===== config.mk =====
export PLATFORM = sky130hd
export DESIGN_NAME = stable_priority_queue_top_flat
export DESIGN_NICKNAME = d
export VERILOG_FILES = /design/src/sv/spq_pkg.sv /design/src/sv/spq_if.sv /design/src/sv/spq_cell.sv /design/src/sv/stable_priority_queue_top.sv /design/src/flat_wrapper.sv
export SDC_FILE = /design/constraint.sdc
export NUM_CORES = 2
export LEC_CHECK = 0
export BUFFER_PORTS_ARGS = -buffer_cell sky130_fd_sc_hd__buf_4
export CAP_MARGIN = 20
export CORE_ASPECT_RATIO = 1.75
export CORE_UTILIZATION = 40
export CTS_BUF_LIST = sky130_fd_sc_hd__clkbuf_4
export DETAILED_ROUTE_END_ITERATION = 7
export PLACE_DENSITY_LB_ADDON = 0.05
export SLEW_MARGIN = 20
export SYNTH_ARGS = -nofsm -noshare
export SYNTH_HDL_FRONTEND = slang
export SYNTH_SLANG_ARGS = --single-unit

===== constraint.sdc =====
create_clock -name i_clk -period 4.6 [get_ports i_clk]
set_input_delay 0 -clock i_clk [delete_from_list [all_inputs] [get_ports i_clk]]
set_output_delay 0 -clock i_clk [all_outputs]
set_load 0.01 [all_outputs]

===== src/sv/spq_pkg.sv =====
// Package with shared types, field widths and codes for the stable priority queue.
`timescale 1ns / 1ps

package spq_pkg;

    localparam int CAPACITY_DEF = 16;

    localparam int VALUE_W = 32;
    localparam int RANK_W  = 8;
    localparam int STAT_W  = 2;
    localparam int OCC_W   = 5;

    localparam logic REQ_INSERT = 1'b0;
    localparam logic REQ_REMOVE = 1'b1;

    localparam logic [STAT_W-1:0] STAT_INSERTED = 2'd0;
    localparam logic [STAT_W-1:0] STAT_REMOVED  = 2'd1;
    localparam logic [STAT_W-1:0] STAT_EMPTY    = 2'd2;
    localparam logic [STAT_W-1:0] STAT_FULL     = 2'd3;

    // Operation broadcast to every cell of the chain.
    typedef struct packed {
        logic                      ins;
        logic                      rem;
        logic signed [VALUE_W-1:0] value;
        logic        [RANK_W-1:0]  rank;
    } t_cell_ctrl;

endpackage


===== src/sv/spq_if.sv =====
// Request and response channel interfaces of the stable priority queue.
`timescale 1ns / 1ps

interface spq_req_if import spq_pkg::*; ();
    logic                      valid;
    logic                      ready;
    logic                      req_type;
    logic signed [VALUE_W-1:0] item_value;
    logic        [RANK_W-1:0]  item_rank;

    modport source (output valid, req_type, item_value, item_rank, input ready);
    modport sink   (input valid, req_type, item_value, item_rank, output ready);
endinterface

interface spq_rsp_if import spq_pkg::*; ();
    logic                      valid;
    logic                      ready;
    logic        [STAT_W-1:0]  status;
    logic signed [VALUE_W-1:0] out_value;
    logic        [RANK_W-1:0]  out_rank;
    logic        [OCC_W-1:0]   occupancy;

    modport source (output valid, status, out_value, out_rank, occupancy, input ready);
    modport sink   (input valid, status, out_value, out_rank, occupancy, output ready);
endinterface


===== src/sv/spq_cell.sv =====
// One slot of the sorted chain: holds an entry and trades it with its neighbors.
`timescale 1ns / 1ps

module spq_cell import spq_pkg::*; (
    input  logic                      i_clk,
    input  t_cell_ctrl                i_ctrl,
    input  logic                      i_valid,
    input  logic                      i_prev_keep,
    input  logic signed [VALUE_W-1:0] i_prev_value,
    input  logic        [RANK_W-1:0]  i_prev_rank,
    input  logic signed [VALUE_W-1:0] i_next_value,
    input  logic        [RANK_W-1:0]  i_next_rank,
    output logic                      o_keep,
    output logic signed [VALUE_W-1:0] o_value,
    output logic        [RANK_W-1:0]  o_rank
);

    logic signed [VALUE_W-1:0] r_value;
    logic        [RANK_W-1:0]  r_rank;

    // A held entry of equal or higher priority stays ahead of the new one.
    assign o_keep  = i_valid && (r_rank >= i_ctrl.rank);
    assign o_value = r_value;
    assign o_rank  = r_rank;

    always_ff @(posedge i_clk) begin
        if (i_ctrl.ins && !o_keep) begin
            if (i_prev_keep) begin
                r_value <= i_ctrl.value;
                r_rank  <= i_ctrl.rank;
            end else begin
                r_value <= i_prev_value;
                r_rank  <= i_prev_rank;
            end
        end else if (i_ctrl.rem) begin
            r_value <= i_next_value;
            r_rank  <= i_next_rank;
        end
    end

endmodule


===== src/sv/stable_priority_queue_top.sv =====
// Top level of the stable priority queue: request handling, cell chain and result register.
`timescale 1ns / 1ps

// A sorted chain of CAPACITY cells holds the entries, front first. Every cell compares
// its priority with an incoming insert in parallel and either holds, takes the new word
// or takes its front neighbor's word, so an insert or a remove completes with no
// search. A request is taken whenever the result register is free or being emptied
// in the same cycle; its result appears in that register in the cycle after
// acceptance, giving one request per cycle under a ready sink. Entries of equal
// priority leave in arrival order; an insert into a full queue is dropped with status
// full, and a remove on an empty queue returns zeros with status empty.
module stable_priority_queue_top import spq_pkg::*; #(
    parameter int CAPACITY = CAPACITY_DEF
) (
    input  logic i_clk,
    input  logic i_rst_n,
    spq_req_if.sink   i_req,
    spq_rsp_if.source o_rsp
);

    localparam int CNT_W = $clog2(CAPACITY + 1);

    logic [CNT_W-1:0] r_count, n_count;
    logic             r_out_valid;
    logic [STAT_W-1:0] r_status, n_status;
    logic signed [VALUE_W-1:0] r_value, n_value;
    logic [RANK_W-1:0] r_rank, n_rank;
    logic [OCC_W-1:0]  r_occ;

    logic       accept, is_ins, full, empty;
    t_cell_ctrl ctrl;

    logic                      keep   [CAPACITY];
    logic signed [VALUE_W-1:0] cvalue [CAPACITY];
    logic        [RANK_W-1:0]  crank  [CAPACITY];
    logic [CNT_W+OCC_W-1:0]    occ_wide;

    assign i_req.ready = !r_out_valid || o_rsp.ready;
    assign accept      = i_req.valid && i_req.ready;
    assign is_ins      = (i_req.req_type == REQ_INSERT);
    assign full        = (r_count == CNT_W'(CAPACITY));
    assign empty       = (r_count == '0);

    assign ctrl.ins   = accept && is_ins && !full;
    assign ctrl.rem   = accept && !is_ins && !empty;
    assign ctrl.value = i_req.item_value;
    assign ctrl.rank  = i_req.item_rank;

    genvar g;
    generate
        for (g = 0; g < CAPACITY; g++) begin : g_cell
            logic                      prev_keep;
            logic signed [VALUE_W-1:0] prev_value, next_value;
            logic        [RANK_W-1:0]  prev_rank, next_rank;

            if (g == 0) begin : g_front
                assign prev_keep  = 1'b1;
                assign prev_value = '0;
                assign prev_rank  = '0;
            end else begin : g_inner
                assign prev_keep  = keep[g-1];
                assign prev_value = cvalue[g-1];
                assign prev_rank  = crank[g-1];
            end
            if (g == CAPACITY - 1) begin : g_back
                assign next_value = '0;
                assign next_rank  = '0;
            end else begin : g_body
                assign next_value = cvalue[g+1];
                assign next_rank  = crank[g+1];
            end

            spq_cell u_cell (
                .i_clk        (i_clk),
                .i_ctrl       (ctrl),
                .i_valid      (CNT_W'(g) < r_count),
                .i_prev_keep  (prev_keep),
                .i_prev_value (prev_value),
                .i_prev_rank  (prev_rank),
                .i_next_value (next_value),
                .i_next_rank  (next_rank),
                .o_keep       (keep[g]),
                .o_value      (cvalue[g]),
                .o_rank       (crank[g])
            );
        end
    endgenerate

    always_comb begin
        n_count  = r_count;
        n_status = STAT_INSERTED;
        n_value  = '0;
        n_rank   = '0;
        if (is_ins) begin
            if (full) begin
                n_status = STAT_FULL;
            end else begin
                n_count = r_count + 1'b1;
            end
        end else begin
            if (empty) begin
                n_status = STAT_EMPTY;
            end else begin
                n_status = STAT_REMOVED;
                n_value  = cvalue[0];
                n_rank   = crank[0];
                n_count  = r_count - 1'b1;
            end
        end
    end

    // The occupancy field carries the low bits of the count.
    assign occ_wide = {{OCC_W{1'b0}}, n_count};

    always_ff @(posedge i_clk) begin
        if (!i_rst_n) begin
            r_count     <= '0;
            r_out_valid <= 1'b0;
        end else begin
            if (accept) begin
                r_count     <= n_count;
                r_out_valid <= 1'b1;
            end else if (o_rsp.ready) begin
                r_out_valid <= 1'b0;
            end
        end
    end

    always_ff @(posedge i_clk) begin
        if (accept) begin
            r_status <= n_status;
            r_value  <= n_value;
            r_rank   <= n_rank;
            r_occ    <= occ_wide[OCC_W-1:0];
        end
    end

    assign o_rsp.valid     = r_out_valid;
    assign o_rsp.status    = r_status;
    assign o_rsp.out_value = r_value;
    assign o_rsp.out_rank  = r_rank;
    assign o_rsp.occupancy = r_occ;

    a_count_bound: assert property (@(posedge i_clk) disable iff (!i_rst_n)
        r_count <= CNT_W'(CAPACITY))
        else $error("entry count beyond capacity");

    a_insert_grows: assert property (@(posedge i_clk) disable iff (!i_rst_n)
        (accept && is_ins && !full) |=> (r_count == $past(r_count) + 1'b1))
        else $error("insert did not grow the count");

    a_result_held: assert property (@(posedge i_clk) disable iff (!i_rst_n)
        accept |=> r_out_valid)
        else $error("accepted request gave no result");

    a_empty_remove: assert property (@(posedge i_clk) disable iff (!i_rst_n)
        (accept && !is_ins && empty) |=> (r_status == STAT_EMPTY && r_count == '0))
        else $error("remove on empty queue misreported");

endmodule


===== src/flat_wrapper.sv =====
// flat-port wrapper written by rule: the top's interface ports become plain ports
module stable_priority_queue_top_flat import spq_pkg::*;
#(
    parameter int CAPACITY = CAPACITY_DEF
)
  (i_clk, i_rst_n, i_req_valid, i_req_req_type, i_req_item_value, i_req_item_rank, i_req_ready, o_rsp_valid, o_rsp_status, o_rsp_out_value, o_rsp_out_rank, o_rsp_occupancy, o_rsp_ready);
  spq_req_if i_req_i ();
  spq_rsp_if o_rsp_i ();
  input  logic i_clk;
  input  logic i_rst_n;
  input wire logic [$bits(i_req_i.valid)-1:0] i_req_valid;
  input wire logic [$bits(i_req_i.req_type)-1:0] i_req_req_type;
  input wire logic [$bits(i_req_i.item_value)-1:0] i_req_item_value;
  input wire logic [$bits(i_req_i.item_rank)-1:0] i_req_item_rank;
  output wire logic [$bits(i_req_i.ready)-1:0] i_req_ready;
  output wire logic [$bits(o_rsp_i.valid)-1:0] o_rsp_valid;
  output wire logic [$bits(o_rsp_i.status)-1:0] o_rsp_status;
  output wire logic [$bits(o_rsp_i.out_value)-1:0] o_rsp_out_value;
  output wire logic [$bits(o_rsp_i.out_rank)-1:0] o_rsp_out_rank;
  output wire logic [$bits(o_rsp_i.occupancy)-1:0] o_rsp_occupancy;
  input wire logic [$bits(o_rsp_i.ready)-1:0] o_rsp_ready;
  assign i_req_i.valid = i_req_valid;
  assign i_req_i.req_type = i_req_req_type;
  assign i_req_i.item_value = i_req_item_value;
  assign i_req_i.item_rank = i_req_item_rank;
  assign i_req_ready = i_req_i.ready;
  assign o_rsp_valid = o_rsp_i.valid;
  assign o_rsp_status = o_rsp_i.status;
  assign o_rsp_out_value = o_rsp_i.out_value;
  assign o_rsp_out_rank = o_rsp_i.out_rank;
  assign o_rsp_occupancy = o_rsp_i.occupancy;
  assign o_rsp_i.ready = o_rsp_ready;
  stable_priority_queue_top #(.CAPACITY(CAPACITY)) u_core (.i_clk(i_clk), .i_rst_n(i_rst_n), .i_req(i_req_i), .o_rsp(o_rsp_i));
endmodule

; ---- Word-level counts from Yosys, hierarchy flattened
; Index checks and enable logic that the tools add are counted.
[totals]
output_inout_bits = 49
regBits = 693
[classes]
add_sub_neg = 2
bitwise_logic = 1
reduce_logical = 76
n_eq_ne = 1
n_lt_le_gt_ge = 32
mux = 102
[ops]
columns = operator, count
row1 = $mux W32, 47
row2 = $mux W8, 47
row3 = $ge A8 B8 Y1, 16
row4 = $lt A4 B5 Y1 const A, 8
row5 = $logic_and A1 B1 Y1, 37
row6 = $reduce_bool A2 Y1, 17
row7 = $lt A3 B5 Y1 const A, 4
row8 = $logic_not A1 Y1, 19
row9 = $mux W5, 3
row10 = $lt A1 B5 Y1 const A, 2
row11 = $lt A2 B5 Y1 const A, 2
row12 = $mux W2, 3
row13 = $add A5 B1 Y5 const B, 1
row14 = $eq A5 B5 Y1 const B, 1
row15 = $logic_not A5 Y1, 1
row16 = $sub A5 B1 Y5 const B, 1
row17 = $mux W1, 2
row18 = $reduce_or A2 Y1, 1
row19 = $logic_or A1 B1 Y1, 1
row20 = $not A1 Y1, 1

; ---- Depth between registers and ports, before layout
[depth]
depth_word = 7
depth_mapped = 11
depth_no_buf = 8

; ---- Hierarchy
; From an unflattened synthesis, not the netlist that was laid out.
[hier_totals]
cells_unflattened = 2784
area_unflattened_um2 = 44114.8
[modules_own_cells]
columns = mod, area_per_inst_um2, seq_area_each_um2, cells_per_inst, n_inst
row1 = spq_cell at u_core.g_cell[0].u_cell ..., 2593.7, 1201.2, 162, 10
row2 = spq_cell at u_core.g_cell[4].u_cell ..., 2613.8, 1201.2, 161, 6
row3 = stable_priority_queue_top, 2494.9, 1531.5, 198, 1

; ---- Worst setup path after synthesis
; OpenSTA, ideal clock, no wires.
[synth_path]
path_kind = register to register
start = register u_core.r_out_valid (netlist: u_core.o_rsp.valid)
end = register u_core.g_cell[14].u_cell.r_rank[0], enable pin
setup_ns = 0.404
path_stages_with_launch = 7
path_slack_ns = 0.734
required_time_ns = 4.196
arrival_time_ns = 3.463
path_cell_list = dfxtp_1 nand2b_1 nand2_2 inv_1 nand2_1 a211oi_2 nand2b_1
[synth_via]
elab_chain_cells = 7
elab_cells_between_ends = 9
cone_classes = reduce/logical: 9
[synth_rtl]
columns = element, line
row1 = from (decl), stable_priority_queue_top.sv:24  ; logic r_out_valid;
row2 = from (signal assigned), stable_priority_queue_top.sv:118  ; r_out_valid <= 1'b0;
row3 = from (signal assigned), stable_priority_queue_top.sv:122  ; r_out_valid <= 1'b1;
row4 = from (signal assigned), stable_priority_queue_top.sv:124  ; r_out_valid <= 1'b0;
row5 = $logic_not A1 Y1 *, stable_priority_queue_top.sv:38  ; assign i_req.ready = !r_out_valid || o_rsp.ready;
row6 = $logic_or A1 B1 Y1 *, stable_priority_queue_top.sv:38
row7 = net i_req_ready, flat_wrapper.sv:15  ; output wire logic [$bits(i_req_i.ready)-1:0] i_req_ready;
row8 = $logic_and A1 B1 Y1 *, stable_priority_queue_top.sv:39  ; assign accept = i_req.valid && i_req.ready;
row9 = net u_core.accept, stable_priority_queue_top.sv:30  ; logic accept, is_ins, full, empty;
row10 = $logic_and A1 B1 Y1 (2 in a row), stable_priority_queue_top.sv:44  ; assign ctrl.ins = accept && is_ins && !full;
row11 = $logic_and A1 B1 Y1, spq_cell.sv:27  ; if (i_ctrl.ins && !o_keep) begin
row12 = $reduce_bool A2 Y1 (no source line) *, --
row13 = to (signal assigned), spq_cell.sv:30  ; r_rank <= i_ctrl.rank;
row14 = to (signal assigned), spq_cell.sv:33  ; r_rank <= i_prev_rank;
row15 = to (signal assigned), spq_cell.sv:37  ; r_rank <= i_next_rank;
row16 = to (decl), spq_cell.sv:19  ; logic [RANK_W-1:0] r_rank;
; Mark *: on every way through the listed nets, which the timed path passes. The rest lies on a longest branch.
; A chain may end at the register's enable or synchronous reset.

; ---- Worst setup path after layout
[layout_path]
start = register u_core.r_count[0]
end = register u_core.r_count[0]
[layout_via]
elab_chain_cells = 3
elab_cells_between_ends = 7
cone_classes = add/sub: 2 / eq/ne: 1 / mux: 3 / reduce/logical: 1
[layout_rtl]
columns = element, line
row1 = from (decl), stable_priority_queue_top.sv:23  ; logic [CNT_W-1:0] r_count, n_count;
row2 = from (signal assigned), stable_priority_queue_top.sv:121  ; r_count <= n_count;
row3 = "$add A5 B1 Y5, or another cell as far along", stable_priority_queue_top.sv:98  ; n_count = r_count + 1'b1;
row4 = $mux W5 (on tied branches), "stable_priority_queue_top.sv:95, stable_priority_queue_top.sv:101"
row5 = $mux W5 *, stable_priority_queue_top.sv:94  ; if (is_ins) begin
; Mark *: on every way between the ends. The rest lies on a longest branch, timed or not.

==> results.ini <==
[detailed_routing]
via_per_inst=5.558
drc=0
drt-initial-drc-count=1398
vias=26500
ant_nets=0
totalWireLength_mm=118.8
wl_per_cell_um=24.92
first_pass_iters=6

[pwr]
p_leak_nw=16.18
power.switching_mw=5.705
comb_power_share_pct=20.8
pwr-share-seq_pct=48.4
p_sw_share_pct=31.23
p_int_mw=12.56
peakVddDrop_mv=0.2100
p_per_area_nw_per_um2=428.3
pwr-share-clk_pct=30.8

[worst_hold_path]
whs_path_depth=4
holdPathEnd=u_core.g_cell[11].u_cell.o_value[1]
min_path_type=primary input to register
min_from=i_req_item_value[1]

[global_route]
grt.overflow.total=0
grt_use_total_pct=25.40
grt_pass1_vias=29640
grt_pass1_wl_mm=176.1
antenna_found_initial=2
grt_max_degree=81

[setup_path]
cp_max_fo=42
end_kind=register
crit_arrival_ps=4640
path_common_cell=dlygate4sd3_1
worstSetupStartpointType=register
regToRegEndpoint=u_core.r_count[0]
r2r_cells=10
cp_slowest_cell=dfxtp_1
worstPathRequired_ps=5620
worstSetupPathType=register to register
cp_cell_sequence=inv_1 -> ha_1 -> nor4b_2 -> nor2b_2 -> buf_4 -> nor2_1 -> or3_1 -> dlygate4sd3_1 -> a21oi_1 -> dlygate4sd3_1
crit_path_max_incr_delay_ps=570
reg2reg_from=u_core.r_count[0]
rrSetupSlack_ps=970

[final_layout]
utilization_pct=46.37
seqCellArea_sq_um=20750
nFillCells=8838
layout.nets=3626
final_common_cell=edfxtp_1
fin_cells=4768
multiInputGateArea_sq_um=15440
synthToLayoutAreaGrowth_pct=14.77
drive_above_1_share_pct=14.23
final_cell_mix=687 x edfxtp_1, 593 x mux2i_1, 465 x nand2_1

[synth]
syn-instance-count=3226
synth_fp_nets=3403
synth_top_cell_by_area=edfxtp_1
synth.distinct_cells=66
yosysSeqAreaShare_pct=55.85
synth_seq_cells=693
synth_edf_count=687
yosys_warnings=0
syn_avg_cell_area_sq_um=11.52
netlist_area_sq_um=37160
synth_top_area_share_pct=55.52
yosys-top-cells-area=edfxtp_1 56%, mux2i_1 16%, nand2_1 4.8%
synth_ff_type=edfxtp_1
async_reset_ff_share_pct=0

[clocking]
clockRootBuffer=clkbuf_4
cts.sinks=693
htree_levels=4
clock_latency_ps=1100
path_clk_slew_ps=70
clockBufferDepth=3
cts_resized=0
cts_tree=yes
cts_made_buffers=180

[place]
dp_hpwl_mm=77.92
placedCellCount=4343
routabilityCongestion=0.8338
portBuffers=93

[floorplan]
fp.dieH_um=405.2
core_sq_um=91960
initial_core_util_pct=40.40
design.die.area_sq_um=94160
ios=94
rows=147
die_w_um=232.4

[timing]
max_slew.worst_pin.slew_ps=1019
period_share_pct=78.82
maxSlewHeadroom_pct=31.86
min_period_ps=3626
max_freq_mhz=275.8
fin_tns_setup_ps=0
setup_viol=0
slew_viol_final=0
hold_violations=0
rsz0062_at_grt=no
skew_ps=59.06

[outcome]
status=completed

[run]
drv_cap=0

==> area by class of cell <==
cell class | instances | area share, %
sequential | 693 | 48.66
multi-input combinational | 2253 | 36.21
timing repair buffer | 278 | 5.862
clock buffer | 269 | 4.736
tap | 1192 | 3.497
clock inverter | 35 | 0.6308
inverter | 43 | 0.3785
antenna | 5 | 0.02934
==> stage by stage <==
| stage | setup slack, ps | total power [mW] | hold slack (ps) | area, sq um |
|---|---|---|---|---|
| after floorplan | 733.9 | 11.24 | 129.5 | 37160 |
| after global placement | 1138 | 12.59 | 259.8 | 39170 |
| after detailed placement | 1069 | 12.70 | 274.0 | 39170 |
| after CTS | 993.3 | 18.51 | 0.4359 | 42610 |
| after global routing | 697.1 | 19.23 | 22.85 | 42640 |
| final | 974.3 | 18.27 | 109.5 | 42640 |
==> Yosys cell counts, types with 2 or more instances <==
library cell and number:
nand2_1 478, a221oi_1 2, inv_1 43, o211ai_1 2, ha_1 132, buf_2 67, a211o_1 3, nand4_1 10
a31oi_1 4, buf_6 7, o21a_1 3, nor2_1 186, xnor2_1 3, o31ai_2 3, o311ai_4 2, nor3_1 3
dfxtp_1 6, nand3_1 7, nand2b_1 27, nor2_2 2, buf_4 14, clkbuf_1 145, a21o_1 5, buf_1 3
or3_1 3, o21ai_2 6, a2111oi_2 2, a2111oi_1 2, a21oi_1 184, mux2i_1 593, o21ai_1 143, edfxtp_1 687
a2111o_1 9, mux2_1 39, o21ai_0 330, and2_1 40, mux2_2 2
==> registers in the layout, indices dropped and copies added, names as in the netlist <==
register                      count
u_core.o_rsp.out_value           32
u_core.r_count                    5
u_core.o_rsp.status               2
u_core.o_rsp.valid                1
u_core.g_cell.u_cell.o_rank     128
u_core.o_rsp.out_rank             8
u_core.o_rsp.occupancy            5
u_core.g_cell.u_cell.o_value    512
==> how the worst max path moves through the flow <==
stage,start,end,slack (ps),cells after the start
6_report,u_core.r_count[0],u_core.r_count[0],970,10
3_5_place_dp,i_req_item_rank[1],u_core.g_cell[0].u_cell.o_rank[0],1070,10
3_3_place_gp,i_req_item_rank[1],u_core.g_cell[0].u_cell.o_rank[0],1140,10
4_1_cts,u_core.r_count[0],u_core.r_count[0],990,10
2_1_floorplan,u_core.o_rsp.valid,u_core.g_cell[14].u_cell.o_rank[0],730,6
5_1_grt,u_core.r_count[0],u_core.r_count[0],700,10
==> per-layer routing <==
metal  track usage, %  wire length (um)  up-vias
met1            23.37             39790    13260
met2            51.77             69730      561
li1                 -                 -    12390
met5                0                 0        -
met4            13.10              5985        0
met3            3.883              3302      284
==> kinds of logic (layout without fill, tap and decap cells) <==
kind of cell	after synthesis	in the layout	synth area share [%]
and+or+nand+nor	769	769	8.560
muxes	634	634	17.22
AOI/OAI and AO/OA	715	715	10.51
buffers and inverters	280	625	3.347
DFF	693	693	55.85
xor gates and xnor gates	3	3	0.07073
adders and majority gates	132	132	4.445
other	0	5	0
==> critical path: cells and delay by family, from the launching register on <==
| family | cells | cell delay [ps] |
|---|---|---|
| buf+inv | 4 | 1670 |
| fa+ha+maj | 1 | 280 |
| simple gates | 4 | 880 |
| flops | 1 | 570 |
| compound gates | 1 | 160 |
==> power by group through the flow <==
stage,combinational [mW],sequential (mW),clock [mW]
after floorplan,2.62,8.63,0
after global placement,3.62,8.97,0
after detailed placement,3.72,8.98,0
after CTS,3.85,8.85,5.81
after global routing,4.23,8.89,6.11
final,3.80,8.84,5.63
==> timing repair <==
action,CTS,global route
hold buffers,115,0
setup buffers,0,0
hold endpoints to repair,780,0
(Power assumes the default switching activity.)
